===== src/rtl/chd_pkg.sv =====
// ============================================================================
// Chunked body decoder package
// Shared types, character codes, register indexes and a helper function.
// ============================================================================
package chd_pkg;

    // Width of the chunk size counter.
    localparam int SIZE_BITS = 32;

    // Width of the extension and trailer counters and their limits.
    localparam int COUNT_BITS = 16;

    // Configuration port.
    localparam int CFG_INDEX_BITS = 2;
    localparam int CFG_DATA_BITS  = 16;

    localparam logic [CFG_INDEX_BITS-1:0] CFG_EXTENSION_LIMIT = 2'd0;
    localparam logic [CFG_INDEX_BITS-1:0] CFG_TRAILER_LIMIT   = 2'd1;

    localparam logic [COUNT_BITS-1:0] EXTENSION_LIMIT_RESET = 16'd256;
    localparam logic [COUNT_BITS-1:0] TRAILER_LIMIT_RESET   = 16'd1024;

    // Character codes.
    localparam logic [7:0] CH_TAB   = 8'h09;
    localparam logic [7:0] CH_LF    = 8'h0A;
    localparam logic [7:0] CH_CR    = 8'h0D;
    localparam logic [7:0] CH_SPACE = 8'h20;
    localparam logic [7:0] CH_SEMI  = 8'h3B;

    typedef enum logic [3:0] {
        PH_BEFORE_SIZE = 4'd0,
        PH_SIZE        = 4'd1,
        PH_EXT         = 4'd2,
        PH_SIZE_CR     = 4'd3,
        PH_DATA        = 4'd4,
        PH_AFTER_DATA  = 4'd6,
        PH_DATA_CR     = 4'd7,
        PH_AFTER_LAST  = 4'd8,
        PH_TRAILER     = 4'd9,
        PH_TRAILER_CR  = 4'd10,
        PH_LAST_CR     = 4'd11
    } phase_t;

    typedef enum logic [1:0] {
        ST_MORE = 2'd0,
        ST_DONE = 2'd1,
        ST_BAD  = 2'd2
    } status_t;

    typedef struct packed {
        phase_t                 phase;
        logic [SIZE_BITS-1:0]   chunk_remaining;
        logic [COUNT_BITS-1:0]  extension_count;
        logic [COUNT_BITS-1:0]  trailer_count;
        status_t                outcome;
    } dec_state_t;

    typedef struct packed {
        logic       payload_valid;
        logic [7:0] payload_byte;
        status_t    decode_status;
    } dec_result_t;

    localparam dec_state_t STATE_CLEAR = '{
        phase:           PH_BEFORE_SIZE,
        chunk_remaining: '0,
        extension_count: '0,
        trailer_count:   '0,
        outcome:         ST_MORE
    };

    // Returns {is_hex, digit value}.
    function automatic logic [4:0] hex_value(input logic [7:0] c);
        logic [4:0] r;
        begin
            r = 5'd0;
            if (c >= 8'h30 && c <= 8'h39)
            begin
                r = {1'b1, c[3:0]};
            end
            else if ((c >= 8'h61 && c <= 8'h66) || (c >= 8'h41 && c <= 8'h46))
            begin
                r = {1'b1, c[3:0] + 4'd9};
            end
            return r;
        end
    endfunction

endpackage


===== src/rtl/chd_decode.sv =====
// ============================================================================
// Chunked body decoder: byte decode logic
// Works out the next decoder state and the result for one body byte.
// ============================================================================
module chd_decode
    import chd_pkg::*;
(
    input  dec_state_t              state_cur,
    input  logic [7:0]              byte_in,
    input  logic                    new_body,
    input  logic [COUNT_BITS-1:0]   extension_limit,
    input  logic [COUNT_BITS-1:0]   trailer_limit,
    output dec_state_t              state_next,
    output dec_result_t             result
);

    dec_state_t             cur;
    dec_state_t             nxt;
    status_t                st;
    logic                   pay;
    logic [4:0]             hex;
    logic [COUNT_BITS:0]    ext_inc;
    logic [COUNT_BITS:0]    trl_inc;
    logic                   ext_over;
    logic                   trl_over;
    logic [SIZE_BITS-1:0]   rem_dec;
    logic                   chunk_nonzero;

    always_comb
    begin
        cur = new_body ? STATE_CLEAR : state_cur;
        nxt = cur;
        st  = cur.outcome;
        pay = 1'b0;

        hex           = hex_value(byte_in);
        ext_inc       = {1'b0, cur.extension_count} + 1'b1;
        trl_inc       = {1'b0, cur.trailer_count} + 1'b1;
        ext_over      = ext_inc > {1'b0, extension_limit};
        trl_over      = trl_inc > {1'b0, trailer_limit};
        rem_dec       = cur.chunk_remaining - 1'b1;
        chunk_nonzero = cur.chunk_remaining != '0;

        if (cur.outcome == ST_MORE)
        begin
            case (cur.phase)
                PH_BEFORE_SIZE:
                begin
                    if (!hex[4])
                    begin
                        st = ST_BAD;
                    end
                    else
                    begin
                        nxt.chunk_remaining = {{(SIZE_BITS-4){1'b0}}, hex[3:0]};
                        nxt.phase           = PH_SIZE;
                    end
                end
                PH_SIZE, PH_EXT:
                begin
                    if (byte_in == CH_CR)
                    begin
                        nxt.phase = PH_SIZE_CR;
                    end
                    else if (byte_in == CH_LF)
                    begin
                        // End of the size line: data follows, or the trailer.
                        if (chunk_nonzero)
                        begin
                            nxt.phase = PH_DATA;
                        end
                        else
                        begin
                            nxt.trailer_count = '0;
                            nxt.phase         = PH_AFTER_LAST;
                        end
                    end
                    else if (cur.phase == PH_SIZE)
                    begin
                        if (byte_in == CH_SPACE || byte_in == CH_TAB || byte_in == CH_SEMI)
                        begin
                            nxt.extension_count = '0;
                            nxt.phase           = PH_EXT;
                        end
                        else if (!hex[4])
                        begin
                            st = ST_BAD;
                        end
                        else if (cur.chunk_remaining[SIZE_BITS-1 -: 4] != 4'd0)
                        begin
                            st = ST_BAD;
                        end
                        else
                        begin
                            nxt.chunk_remaining =
                                {cur.chunk_remaining[SIZE_BITS-5:0], hex[3:0]};
                        end
                    end
                    else
                    begin
                        if (ext_over || (byte_in < CH_SPACE && byte_in != CH_TAB))
                        begin
                            st = ST_BAD;
                        end
                        else
                        begin
                            nxt.extension_count = ext_inc[COUNT_BITS-1:0];
                        end
                    end
                end
                PH_SIZE_CR:
                begin
                    if (byte_in != CH_LF)
                    begin
                        st = ST_BAD;
                    end
                    else if (chunk_nonzero)
                    begin
                        nxt.phase = PH_DATA;
                    end
                    else
                    begin
                        nxt.trailer_count = '0;
                        nxt.phase         = PH_AFTER_LAST;
                    end
                end
                PH_DATA:
                begin
                    pay                 = 1'b1;
                    nxt.chunk_remaining = rem_dec;
                    if (rem_dec == '0)
                    begin
                        nxt.phase = PH_AFTER_DATA;
                    end
                end
                PH_AFTER_DATA:
                begin
                    if (byte_in == CH_CR)
                    begin
                        nxt.phase = PH_DATA_CR;
                    end
                    else if (byte_in == CH_LF)
                    begin
                        nxt.phase = PH_BEFORE_SIZE;
                    end
                    else
                    begin
                        st = ST_BAD;
                    end
                end
                PH_DATA_CR:
                begin
                    if (byte_in != CH_LF)
                    begin
                        st = ST_BAD;
                    end
                    else
                    begin
                        nxt.phase = PH_BEFORE_SIZE;
                    end
                end
                PH_AFTER_LAST:
                begin
                    if (byte_in == CH_CR)
                    begin
                        nxt.phase = PH_LAST_CR;
                    end
                    else if (byte_in == CH_LF)
                    begin
                        st = ST_DONE;
                    end
                    else if (trl_over || byte_in <= CH_SPACE)
                    begin
                        st = ST_BAD;
                    end
                    else
                    begin
                        nxt.trailer_count = trl_inc[COUNT_BITS-1:0];
                        nxt.phase         = PH_TRAILER;
                    end
                end
                PH_TRAILER:
                begin
                    if (trl_over)
                    begin
                        st = ST_BAD;
                    end
                    else
                    begin
                        nxt.trailer_count = trl_inc[COUNT_BITS-1:0];
                        if (byte_in == CH_CR)
                        begin
                            nxt.phase = PH_TRAILER_CR;
                        end
                        else if (byte_in == CH_LF)
                        begin
                            nxt.phase = PH_AFTER_LAST;
                        end
                        else if (byte_in < CH_SPACE && byte_in != CH_TAB)
                        begin
                            st = ST_BAD;
                        end
                    end
                end
                PH_TRAILER_CR:
                begin
                    if (trl_over || byte_in != CH_LF)
                    begin
                        st = ST_BAD;
                    end
                    else
                    begin
                        nxt.trailer_count = trl_inc[COUNT_BITS-1:0];
                        nxt.phase         = PH_AFTER_LAST;
                    end
                end
                PH_LAST_CR:
                begin
                    st = (byte_in == CH_LF) ? ST_DONE : ST_BAD;
                end
                default:
                begin
                    st = ST_BAD;
                end
            endcase
        end

        nxt.outcome = st;
    end

    assign state_next           = nxt;
    assign result.payload_valid = pay;
    assign result.payload_byte  = pay ? byte_in : 8'd0;
    assign result.decode_status = st;

endmodule


===== src/rtl/chd_out_stage.sv =====
// ============================================================================
// Chunked body decoder: result register
// Holds one result beat; a new beat is loaded when the register is empty or
// is drained in the same cycle, so a stalled beat holds off the input side.
// ============================================================================
module chd_out_stage
    import chd_pkg::*;
(
    input  logic        clk,
    input  logic        rst_n,
    input  logic        load,
    input  dec_result_t result_in,
    output logic        take_ok,
    output logic        out_valid,
    input  logic        out_ready,
    output dec_result_t result_out
);

    logic        valid_reg;
    logic        valid_next;
    dec_result_t result_reg;

    // A new beat may be loaded when the register is empty or is being drained.
    assign take_ok    = !valid_reg || out_ready;
    assign valid_next = load ? 1'b1 : (out_ready ? 1'b0 : valid_reg);

    always_ff @(posedge clk or negedge rst_n)
    begin
        if (!rst_n)
        begin
            valid_reg <= 1'b0;
        end
        else
        begin
            valid_reg <= valid_next;
        end
    end

    always_ff @(posedge clk)
    begin
        if (load)
        begin
            result_reg <= result_in;
        end
    end

    assign out_valid  = valid_reg;
    assign result_out = result_reg;

endmodule


===== src/rtl/http_chunked_body_decoder_top.sv =====
// ============================================================================
// HTTP chunked body decoder
// Decodes a chunked message body one byte per beat into payload and status.
// ============================================================================
//
// Usage
//   Body bytes enter on the input channel (in_valid / in_ready) with byte_in
//   and new_body; new_body set restarts the decoder before that byte is taken.
//   Every input beat produces exactly one result beat on the output channel
//   (out_valid / out_ready): payload_valid, payload_byte and decode_status
//   (need more, body complete, invalid data). Once complete or invalid the
//   status is sticky until a beat carries new_body.
//   The result is registered: a byte accepted at one edge has its result on the
//   outputs after that edge. Throughput is one byte per clock; the decode
//   state and the single result register are the only stages, so the rate
//   is set by the result register being free or drained in the same cycle.
//   When the receiver stalls, the result register holds its beat and
//   in_ready falls until it is taken.
//   The user must write the limits via cfg_write / cfg_index / cfg_data only
//   while idle, not enforced; indexes beyond the trailer limit are ignored.
//   Reset clears the decode state, empties the result register and returns
//   the limits to 256 extension bytes and 1024 trailer bytes.
//
module http_chunked_body_decoder_top
    import chd_pkg::*;
(
    input  logic                        clk,
    input  logic                        rst_n,

    input  logic                        in_valid,
    output logic                        in_ready,
    input  logic [7:0]                  byte_in,
    input  logic                        new_body,

    output logic                        out_valid,
    input  logic                        out_ready,
    output logic                        payload_valid,
    output logic [7:0]                  payload_byte,
    output logic [1:0]                  decode_status,

    input  logic                        cfg_write,
    input  logic [CFG_INDEX_BITS-1:0]   cfg_index,
    input  logic [CFG_DATA_BITS-1:0]    cfg_data
);

    // Limits written through the configuration port.
    logic [COUNT_BITS-1:0] extension_limit_reg;
    logic [COUNT_BITS-1:0] trailer_limit_reg;

    // Decoder state, advanced once per accepted byte.
    dec_state_t  state_reg;
    dec_state_t  state_next;
    dec_result_t dec_result;
    dec_result_t out_result;
    logic        accept;

    assign accept = in_valid && in_ready;

    always_ff @(posedge clk or negedge rst_n)
    begin
        if (!rst_n)
        begin
            extension_limit_reg <= EXTENSION_LIMIT_RESET;
            trailer_limit_reg   <= TRAILER_LIMIT_RESET;
        end
        else if (cfg_write)
        begin
            if (cfg_index == CFG_EXTENSION_LIMIT)
            begin
                extension_limit_reg <= cfg_data;
            end
            else if (cfg_index == CFG_TRAILER_LIMIT)
            begin
                trailer_limit_reg <= cfg_data;
            end
        end
    end

    always_ff @(posedge clk or negedge rst_n)
    begin
        if (!rst_n)
        begin
            state_reg <= STATE_CLEAR;
        end
        else if (accept)
        begin
            state_reg <= state_next;
        end
    end

    // The decode logic sees the byte on the ports and the stored state.
    chd_decode u_decode (
        .state_cur       (state_reg),
        .byte_in         (byte_in),
        .new_body        (new_body),
        .extension_limit (extension_limit_reg),
        .trailer_limit   (trailer_limit_reg),
        .state_next      (state_next),
        .result          (dec_result)
    );

    // The result register decouples the receiver from the input side.
    chd_out_stage u_out_stage (
        .clk        (clk),
        .rst_n      (rst_n),
        .load       (accept),
        .result_in  (dec_result),
        .take_ok    (in_ready),
        .out_valid  (out_valid),
        .out_ready  (out_ready),
        .result_out (out_result)
    );

    assign payload_valid = out_result.payload_valid;
    assign payload_byte  = out_result.payload_byte;
    assign decode_status = out_result.decode_status;

endmodule


===== config.mk =====
export PLATFORM = sky130hd
export DESIGN_NAME = http_chunked_body_decoder_top
export DESIGN_NICKNAME = d
export VERILOG_FILES = /design/src/rtl/chd_pkg.sv /design/src/rtl/chd_decode.sv /design/src/rtl/chd_out_stage.sv /design/src/rtl/http_chunked_body_decoder_top.sv
export SDC_FILE = /design/constraint.sdc
export NUM_CORES = 1
export LEC_CHECK = 0
export BUFFER_PORTS_ARGS = -buffer_cell sky130_fd_sc_hd__buf_2
export CAP_MARGIN = 30
export CORE_MARGIN = 2
export CORE_UTILIZATION = 25
export DETAILED_ROUTE_END_ITERATION = 7
export SYNTH_ARGS = -nofsm -noshare
export SYNTH_HDL_FRONTEND = slang
export SYNTH_SLANG_ARGS = --single-unit

===== constraint.sdc =====
create_clock -name clk -period 12.1 [get_ports clk]
set_clock_uncertainty 0.15 [all_clocks]
set_input_delay 0 -clock clk [delete_from_list [all_inputs] [get_ports clk]]
set_output_delay 0 -clock clk [all_outputs]
set_load 0.01 [all_outputs]

# After elaboration in Yosys (flattened, before gate mapping)
# Index checks and enable logic that the tools add are counted.
[word_totals] ff_bits=114 in_bits=32
[classes] add_sub_neg=4 magnitude_cmp=10 n_eq_ne=18 mux=68 bitwise=1 n_reduce_logical=24
[op_table] op="$mux 16" n=12
[op_table] op="$mux 32" n=3
[op_table] op="$pmux 32 s3" n=1
[op_table] op="$pmux 16 s5" n=1
[op_table] op="$mux 36" n=2
[op_table] op="$mux 70" n=1
[op_table] op="$mux 68" n=1
[op_table] op="$mux 4" n=16
[op_table] op="$mux 64" n=1
[op_table] op="$mux 48" n=1
[op_table] op="$mux 2" n=21
[op_table] op="$pmux 4 s9" n=1
[op_table] op="$add 16x1->17 const B" n=2
[op_table] op="$gt 17x16->1" n=2
[op_table] op="$logic_not 32->1" n=1
[op_table] op="$reduce_bool 32->1" n=1
[op_table] op="$sub 32x1->32 const B" n=1
[op_table] op="$eq 8x4->1 const B" n=3
[op_table] op="$pmux 2 s9" n=1
[op_table] op="$eq 4x4->1 const B" n=4
[op_table] op="$eq 8x6->1 const B" n=2
[op_table] op="$ge 8x7->1 const B" n=2
[op_table] op="$le 8x6->1 const B" n=2
[op_table] op="$le 8x7->1 const B" n=2
[op_table] op="other kinds (21)" n=41

# Depth between registers and ports, before layout
# Gate-level depths: netlist of run 1.
[depth] depth_word=13 depth_mapped=25

# By module
# Synthesis of run 1 repeated with hierarchy kept, for this count alone.
[hier_totals] hier_cells=1113 area_unflattened_um2=9636.7
[modules_own_cells] mod="chd_decode" n_inst=1 cells_per_inst=882 area_each_um2=5457.7
[modules_own_cells] mod="http_chunked_body_decoder_top" n_inst=1 cells_per_inst=217 area_each_um2=3801.1
[modules_own_cells] mod="chd_out_stage" n_inst=1 cells_per_inst=14 area_each_um2=377.9

# Worst setup path after synthesis of run 1
# No wires, ideal clock.
[synth_timing] kind="input port to flip-flop" from="in new_body" to="reg u_out_stage.result_reg, in the netlist u_out_stage.result_out[1] (data pin)" setup_ns=0.272 t_arrival_ns=4.682 path_slack_ns=6.996 cell_stages=23 path_buffers=7 cell_sequence="buf_2 -> buf_2 -> buf_2 -> buf_2 -> buf_1 -> clkbuf_1 -> buf_1 -> nor2b_1 -> ha_1 -> nand3_1 -> nor4_1 -> and4_1 -> nand3_1 -> xor2_1 -> nor2_1 -> ha_1 -> nand4_1 -> nor3_1 -> a221o_1 -> o211a_1 -> or2_1 -> a2111oi_0 -> o21ai_1"
[synth_lines] item="start: declaration" line="http_chunked_body_decoder_top.sv:33" text="input logic new_body,"
[synth_lines] item="end signal: assignment" line="chd_out_stage.sv:43" text="result_reg <= result_in;"
[synth_lines] item="end: declaration" line="chd_out_stage.sv:21" text="dec_result_t result_reg;"

# Worst setup path after layout of run 1
[layout_timing] from="reg state_reg[2] in the netlist's numbering" to="reg state_reg[16] in the netlist's numbering"
[layout_via] elab_chain_cells=9 elab_cells_between_ends=12 cone_classes="add/sub: 1; order compare: 1; mux: 8; reduce/logical: 2"
[layout_lines] item="start: declaration" line="http_chunked_body_decoder_top.sv:51" text="dec_state_t state_reg;"
[layout_lines] item="start signal: assignment" line="http_chunked_body_decoder_top.sv:87" text="state_reg <= state_next;"
[layout_lines] item="$mux 70 *" line="chd_decode.sv:31" text="cur = new_body ? STATE_CLEAR : state_cur;"
[layout_lines] item="$add 16x1->17 *" line="chd_decode.sv:38" text="trl_inc = {1'b0, cur.trailer_count} + 1'b1;"
[layout_lines] item="$gt 17x16->1" line="chd_decode.sv:40" text="trl_over = trl_inc > {1'b0, trailer_limit};"
[layout_lines] item="$logic_or 1x1->1" line="chd_decode.sv:172" text="else if (trl_over || byte_in <= CH_SPACE)"
[layout_lines] item="$mux 16" line="chd_decode.sv:172"
[layout_lines] item="$mux 16" line="chd_decode.sv:168" text="else if (byte_in == CH_LF)"
[layout_lines] item="$mux 16" line="chd_decode.sv:164" text="if (byte_in == CH_CR)"
[layout_lines] item="$pmux 16 s5 *" line="chd_decode.sv:46" text="case (cur.phase)"
[layout_lines] item="$mux 68 *" line="chd_decode.sv:44" text="if (cur.outcome == ST_MORE)"
# Every way passes the cells marked *; elsewhere a longest branch is shown, timed or not.
# A chain may end at the register's enable or synchronous reset.

==> results of run 1 <==
==> cell type report <==
type | instances | area (sq um) | share of cell area, %
Inverter | 52 | 195 | 1.85
Clock inverter | 14 | 118 | 1.12
Multi-Input combinational cell | 830 | 5470 | 51.9
Sequential cell | 114 | 2910 | 27.6
Timing Repair Buffer | 107 | 831 | 7.89
Clock buffer | 18 | 439 | 4.17
Tap cell | 455 | 569 | 5.40
==> metrics by stage <==
step                power [mW]  instance area [sq um]
global placement         0.809                   9440
detailed placement       0.816                   9440
CTS                       1.32                  10500
finish                    1.32                  10500
floorplan                0.714                   8840
global route              1.39                  10500
==> layer usage <==
metal,track usage (%),part of all wire [%],vias to the layer above
met5,0,0,-
met4,6.72,2.9,0
met3,2.28,5.9,59
met2,24.5,46,338
met1,20.4,46,4169
li1,-,-,4070
==> worst max path at each step <==
stage,from,to,cells past startpoint
5_1_grt,state_reg[2]$_DFFE_PN0P_,state_reg[3]$_DFFE_PN0P_,16
3_3_place_gp,state_reg[2]$_DFFE_PN0P_,state_reg[3]$_DFFE_PN0P_,16
6_report,state_reg[2]$_DFFE_PN0P_,state_reg[16]$_DFFE_PN0P_,16
3_5_place_dp,state_reg[2]$_DFFE_PN0P_,state_reg[16]$_DFFE_PN0P_,16
4_1_cts,state_reg[2]$_DFFE_PN0P_,state_reg[3]$_DFFE_PN0P_,16
2_1_floorplan,new_body,u_out_stage.result_out[1]$_DFFE_PP_,23
==> power breakdown <==
part           internal, mW  switching, mW  total (mW)
clock                 0.273          0.210       0.482
combinational         0.151          0.225       0.376
sequential            0.422         0.0407       0.463
total                 0.846          0.475        1.32
==> worst reg2reg max path, delay by kind of cell (launching register included) <==
family,cells,cell delay [ns]
xor gates and xnor gates,1,0.15
DFF,1,0.41
AOI/OAI and AO/OA,5,1.57
adders and majority gates,2,0.53
and+or+nand+nor,8,2.22
==> placed cells by master, fill, tap and decap left out, types with 13 or more instances in the layout <==
cell type      netlist  final
nor2b_1             21     21
and3_1              14     14
o21ai_0             69     69
xnor2_1             27     27
nand2b_1            13     13
nor4_1              27     27
xor2_1              18     18
clkbuf_16            0     17
nand4_1             21     21
nand3_1             35     35
mux2_2              20     20
dlygate4sd3_1        0     54
nor2_1              81     81
dfrtp_1            101    101
buf_2               16     43
o2bb2ai_1           14     14
nand2_1            108    108
a21oi_1             55     54
nor3_1              34     34
a21o_1              16     16
ha_1                41     41
inv_1               50     50
a22o_1              22     22
==> cells by family after synthesis <==
family | count (synthesis) | share of synthesized area (%)
compound gates | 298 | 23.5
flops | 114 | 32.9
mux | 23 | 2.89
simple gates | 423 | 25.2
xor+xnor | 45 | 4.46
fa+ha+maj | 41 | 5.80
buf+inv | 119 | 5.28
==> what timing repair did <==
action | in CTS | in global routing
hold buffers | 54 | 0
resized for setup | 0 | 0
endpoints found under the hold margin | 89 | 0
setup endpoints to repair | 0 | 0
==> flow_summary.toml, run 1 <==
[global_route]
grt_max_degree = 69
grt_pass1_wl_um = 45100
grt_usage_pct = 15.3
grt_overflow = 0
antenna_found_initial = 0
grt_pass1_vias = 8507

[synth]
synth_area_leader_cell = "dfrtp_1"
synth_seq_cells = 114
synth_cell_types = 85
syn_inst = 1063
ys_top_cells_by_area = "dfrtp_1 29%, ha_1 5.8%, nand2_1 4.6%"
synthTopCellsByCount = "108 x nand2_1, 101 x dfrtp_1, 81 x nor2_1"
synth_top_cell_area_share_pct = 28.6
avgSynthCellArea_sq_um = 8.32
yosys_warnings = 0
synth-edff-count = 11
ys_seq_area_share_pct = 32.9
syn_nets = 1136
ys.flop_type = "dfrtp_1"
syn_area_sq_mm = 0.00884
synth.most_common_cell = "nand2_1"
synthArstFlopShare_pct = 90.4

[clock_tree]
clkSlewWorstSetupHoldPaths_ns = 0.06
cts.sinks = 114
cts_buffer_depth = 2
cts_post_setup_buffers_inserted = 0
cts-root-buf = "clkbuf_16"
htreeDepth = 4
cts_tree = "yes"
clock_latency_ns = 0.43
numCtsBuffers = 17

[die]
core.rowCount = 68
die_y_um = 192
core-area_sq_mm = 0.0347
die-area_sq_mm = 0.0369
io_pins = 45
die_x_um = 192
start_util_pct = 25.5

[run]
max_cap_viol_count = 0

[critical_path]
path_buf_inv = 0
worstPathMaxFanout = 11
required_ns = 12.26
rrSetupSlack_ns = 6.93
worst_path_most_repeated_cell = "nand3_1"
rr_startpoint = "state_reg[2]$_DFFE_PN0P_"
path_cells = "nor2b_1 > ha_1 > nand3_1 > nor4_1 > and4_1 > nand3_1 > xor2_1 > nor2_1 > ha_1 > nand4_1 > o21ai_0 > a221o_1 > o21a_1 > o311ai_1 > nand3_1 > a22o_1"
ff2ff_path_depth = 16
cp_slowest_cell = "nor4_1"
timing_worst_setup_path_type = "reg2reg"
setup.worst_path.start_class = "flop"
critPathArrivalTime_ns = 5.33
slowest_delay_ns = 0.58
crit_family = "simple AND/OR/NAND/NOR gates"
reg2reg_to = "state_reg[16]$_DFFE_PN0P_"
end_kind = "flop"

[routing]
drt_first_pass_iters = 6
dr_total_vias = 8636
wl_per_cell_um = 17.2
drtIter0Drc = 1030
ant_nets = 0
routed_wirelength_um = 27300
drc_errors = 0
vias_per_cell = 5.43

[sta]
slew_headroom_pct = 35.2
hold_ws_ns = 0.00311
rsz0062_at_grt = "false"
drv_slew = 0
period_needed_ns = 5.17
worst_pin_slew_ns = 0.972
fin_ws_ns = 6.93
finalCritPeriodShare_pct = 42.7
setup_viol = 0
finalHoldViolCount = 0
tns_ns = 0
max_freq_mhz = 193

[place]
dp_cells = 1504
pre_cts_ws_ns = 7.02
port_buffers = 44
globalplace.congestion = 0.915
dp_hpwl_um = 18800

[finish]
largest_reg_flops = 70
fin_util_pct = 30.3
area_growth_pct = 19.2
drive_gt1_share_pct = 11.9
fin_nets = 1195
antenna_cells = 0
fill_cells = 3666
fin_cells = 1590

[run_status]
outcome = "complete, no violations"

[power]
powerDensity_mw_per_mm2 = 125
power_leakage_nw = 4.34
max-vdd-ir-drop_v = 0.000102

[hold_path]
hold_path.class = "in2async"
Note: power is estimated with default switching activity, not from simulation.
==> run 2: changes to the inputs <==
==> constraint.sdc (replaced) <==
create_clock -name clk -period 4.4 [get_ports clk]
set_clock_uncertainty 0.15 [all_clocks]
set_input_delay 0 -clock clk [delete_from_list [all_inputs] [get_ports clk]]
set_output_delay 0 -clock clk [all_outputs]
set_load 0.01 [all_outputs]
==> run 2 against run 1 <==
  * Fmax up 25%
  * Sequential cell count unchanged
  * Cell count is 0.75% higher
  * Largest cell class unchanged
  * Total power increased to 2.7 times the previous value
  * Clock power grew to 2.7 times the previous value
  * Worst hold slack better by 0.036 ns
  * Worst setup slack worse by 6.7 ns
  * Sequential power rose to 2.7 times the previous value
  * First-iteration DRC count down 22%
  * Utilization is 0.47 points higher
  * Critical path depth did not move
==> flow_summary.toml, run 2 (synthesized netlist as in run 1, its figures left out) <==
[run_status]
outcome = "complete, no violations"

[die]
die_y_um = 192
core-area_sq_mm = 0.0347
core.rowCount = 68
die-area_sq_mm = 0.0369
start_util_pct = 25.5
io_pins = 45
die_x_um = 192

[finish]
largest_reg_flops = 70
most-common-layout-cells = "108 x nand2_1, 101 x dfrtp_1, 81 x nor2_1, 69 x o21ai_0, 54 x a21oi_1"
drive_gt1_share_pct = 14.6
antenna_cells = 0
fin_nets = 1207
area_growth_pct = 21.0
mostFrequentLayoutCell = "nand2_1"

[power]
pwr-share-seq_pct = 35.3
switching_share_pct = 36.0
p_sw_mw = 1.30
comb_power_share_pct = 29.2
p_int_mw = 2.31
max-vdd-ir-drop_v = 0.000282
powerDensity_mw_per_mm2 = 337
power.total_mw = 3.61
power_frac_clock_pct = 35.5
power_leakage_nw = 4.43

[place]
pre_cts_ws_ns = 0.177
globalplace.congestion = 0.892
dp_hpwl_um = 19100
port_buffers = 44

[sta]
period_needed_ns = 4.15
tns_ns = 0
worst_pin_slew_ns = 0.998
fin_ws_ns = 0.254
slew_headroom_pct = 33.5
max_freq_mhz = 241
finalHoldViolCount = 0
setup_viol = 0
drv_slew = 0
finalCritPeriodShare_pct = 94.2
rsz0062_at_grt = "false"

[critical_path]
path_buf_inv = 0
crit_family = "compound AO/OA/AOI/OAI gates"
worstPathMaxFanout = 8
cp_slowest_cell = "a221o_1"
path_cells = "nor2b_2 > ha_4 > nand3_2 > nor4_4 > and4_4 > nand3_1 > xor2_1 > nor2_1 > ha_1 > nand4_1 > nor3_2 > a221o_1 > o21a_4 > o31a_1 > a2111oi_4 > o21ai_1"
setup.worst_path.start_class = "flop"
required_ns = 4.42
end_kind = "flop"
rr_startpoint = "state_reg[3]$_DFFE_PN0P_"
slowest_delay_ns = 0.37
critPathArrivalTime_ns = 4.17
timing_worst_setup_path_type = "reg2reg"
startpoint = "state_reg[3]$_DFFE_PN0P_"

[global_route]
grt_usage_pct = 15.4
grt_pass1_vias = 8633
met3_usage_pct = 2.89
grt_pass1_wl_um = 45600
use_met2_pct = 24.9
grt_max_degree = 66
grt_overflow = 0
met1_usage_pct = 19.9
busiest_layer = "met2"
antenna_found_initial = 0

[clock_tree]
cts-root-buf = "clkbuf_16"
numCtsBuffers = 17
cts_tree = "yes"
cts.sinks = 114
clkSlewWorstSetupHoldPaths_ns = 0.06
clock_latency_ns = 0.44
htreeDepth = 4
cts_buffer_depth = 2

[routing]
drtIter0Drc = 804
routed_wirelength_um = 27900
dr_total_vias = 8707
wl_per_cell_um = 17.4
drt_first_pass_iters = 8
vias_per_cell = 5.44
ant_nets = 0
drc_errors = 0

[hold_path]
hp-start = "byte_in[2]"
hold_path.class = "in2reg"

[run]
max_cap_viol_count = 0
-- run 2: power by group through the flow --
stage / registers (mW) / clock network (mW) / logic, mW
floorplan: 1.23 / 0 / 0.749
global placement: 1.28 / 0 / 0.970
detailed placement: 1.28 / 0 / 0.983
CTS: 1.27 / 1.31 / 1.03
global route: 1.29 / 1.35 / 1.17
finish: 1.27 / 1.28 / 1.05
-- run 2: worst reg2reg max path, stage by stage (launching register included) --
cell,delay (ns)
dfrtp_1,0.36
nor2b_2,0.19
ha_4,0.18
nand3_2,0.12
nor4_4,0.35
and4_4,0.28
nand3_1,0.09
xor2_1,0.15
nor2_1,0.13
ha_1,0.26
nand4_1,0.13
nor3_2,0.07
a221o_1,0.38
o21a_4,0.28
o31a_1,0.28
a2111oi_4,0.35
o21ai_1,0.12
-- run 2: layout make-up --
cell class	instances	area (sq um)
Clock buffer	17	425
Clock inverter	15	111
Fill cell	3634	24000
Inverter	52	195
Multi-Input combinational cell	830	5590
Sequential cell	114	2910
Tap cell	455	569
Timing Repair Buffer	119	901
-- run 2: metal layers --
layer,wire (um),up-vias
met1,12200,4200
met5,0,-
met3,1800,70
met2,13000,352
met4,937,0
li1,-,4085
-- run 2: worst paths after layout --
check                      depth (start not counted)  slack [ns]                                      end
max                                               16        0.25      u_out_stage.result_out[1]$_DFFE_PP_
min                                                3        0.04  u_out_stage.result_out[4]$_SDFFCE_PN0P_
max reg2reg                                       16        0.25      u_out_stage.result_out[1]$_DFFE_PP_
min reg2reg                                        1        0.36        trailer_limit_reg[11]$_DFFE_PN0P_
max in group asynchronous                          3        2.92       extension_limit_reg[8]$_DFFE_PN1P_
min in group asynchronous                          2        0.09                state_reg[58]$_DFFE_PN0P_
-- run 2: through the flow --
step	area (sq um)	hold slack, ns	util (%)	instances
final	10700	0.0394	30.8	1602
after floorplan	8960	-0.446	-	1063
after detailed placement	9600	0.0408	27.6	1516
after global routing	10700	0.0897	30.8	1602
after global placement	9600	0.0391	27.6	1516
after CTS	10600	0.0191	30.5	1594
-- run 2: repair_timing --
action                                  4_1_cts  5_1_grt
setup buffers                                 0        8
endpoints found under the setup margin        0       20
hold buffers                                 46        0
resized for setup                             0        7
endpoints found under the hold margin       109        0
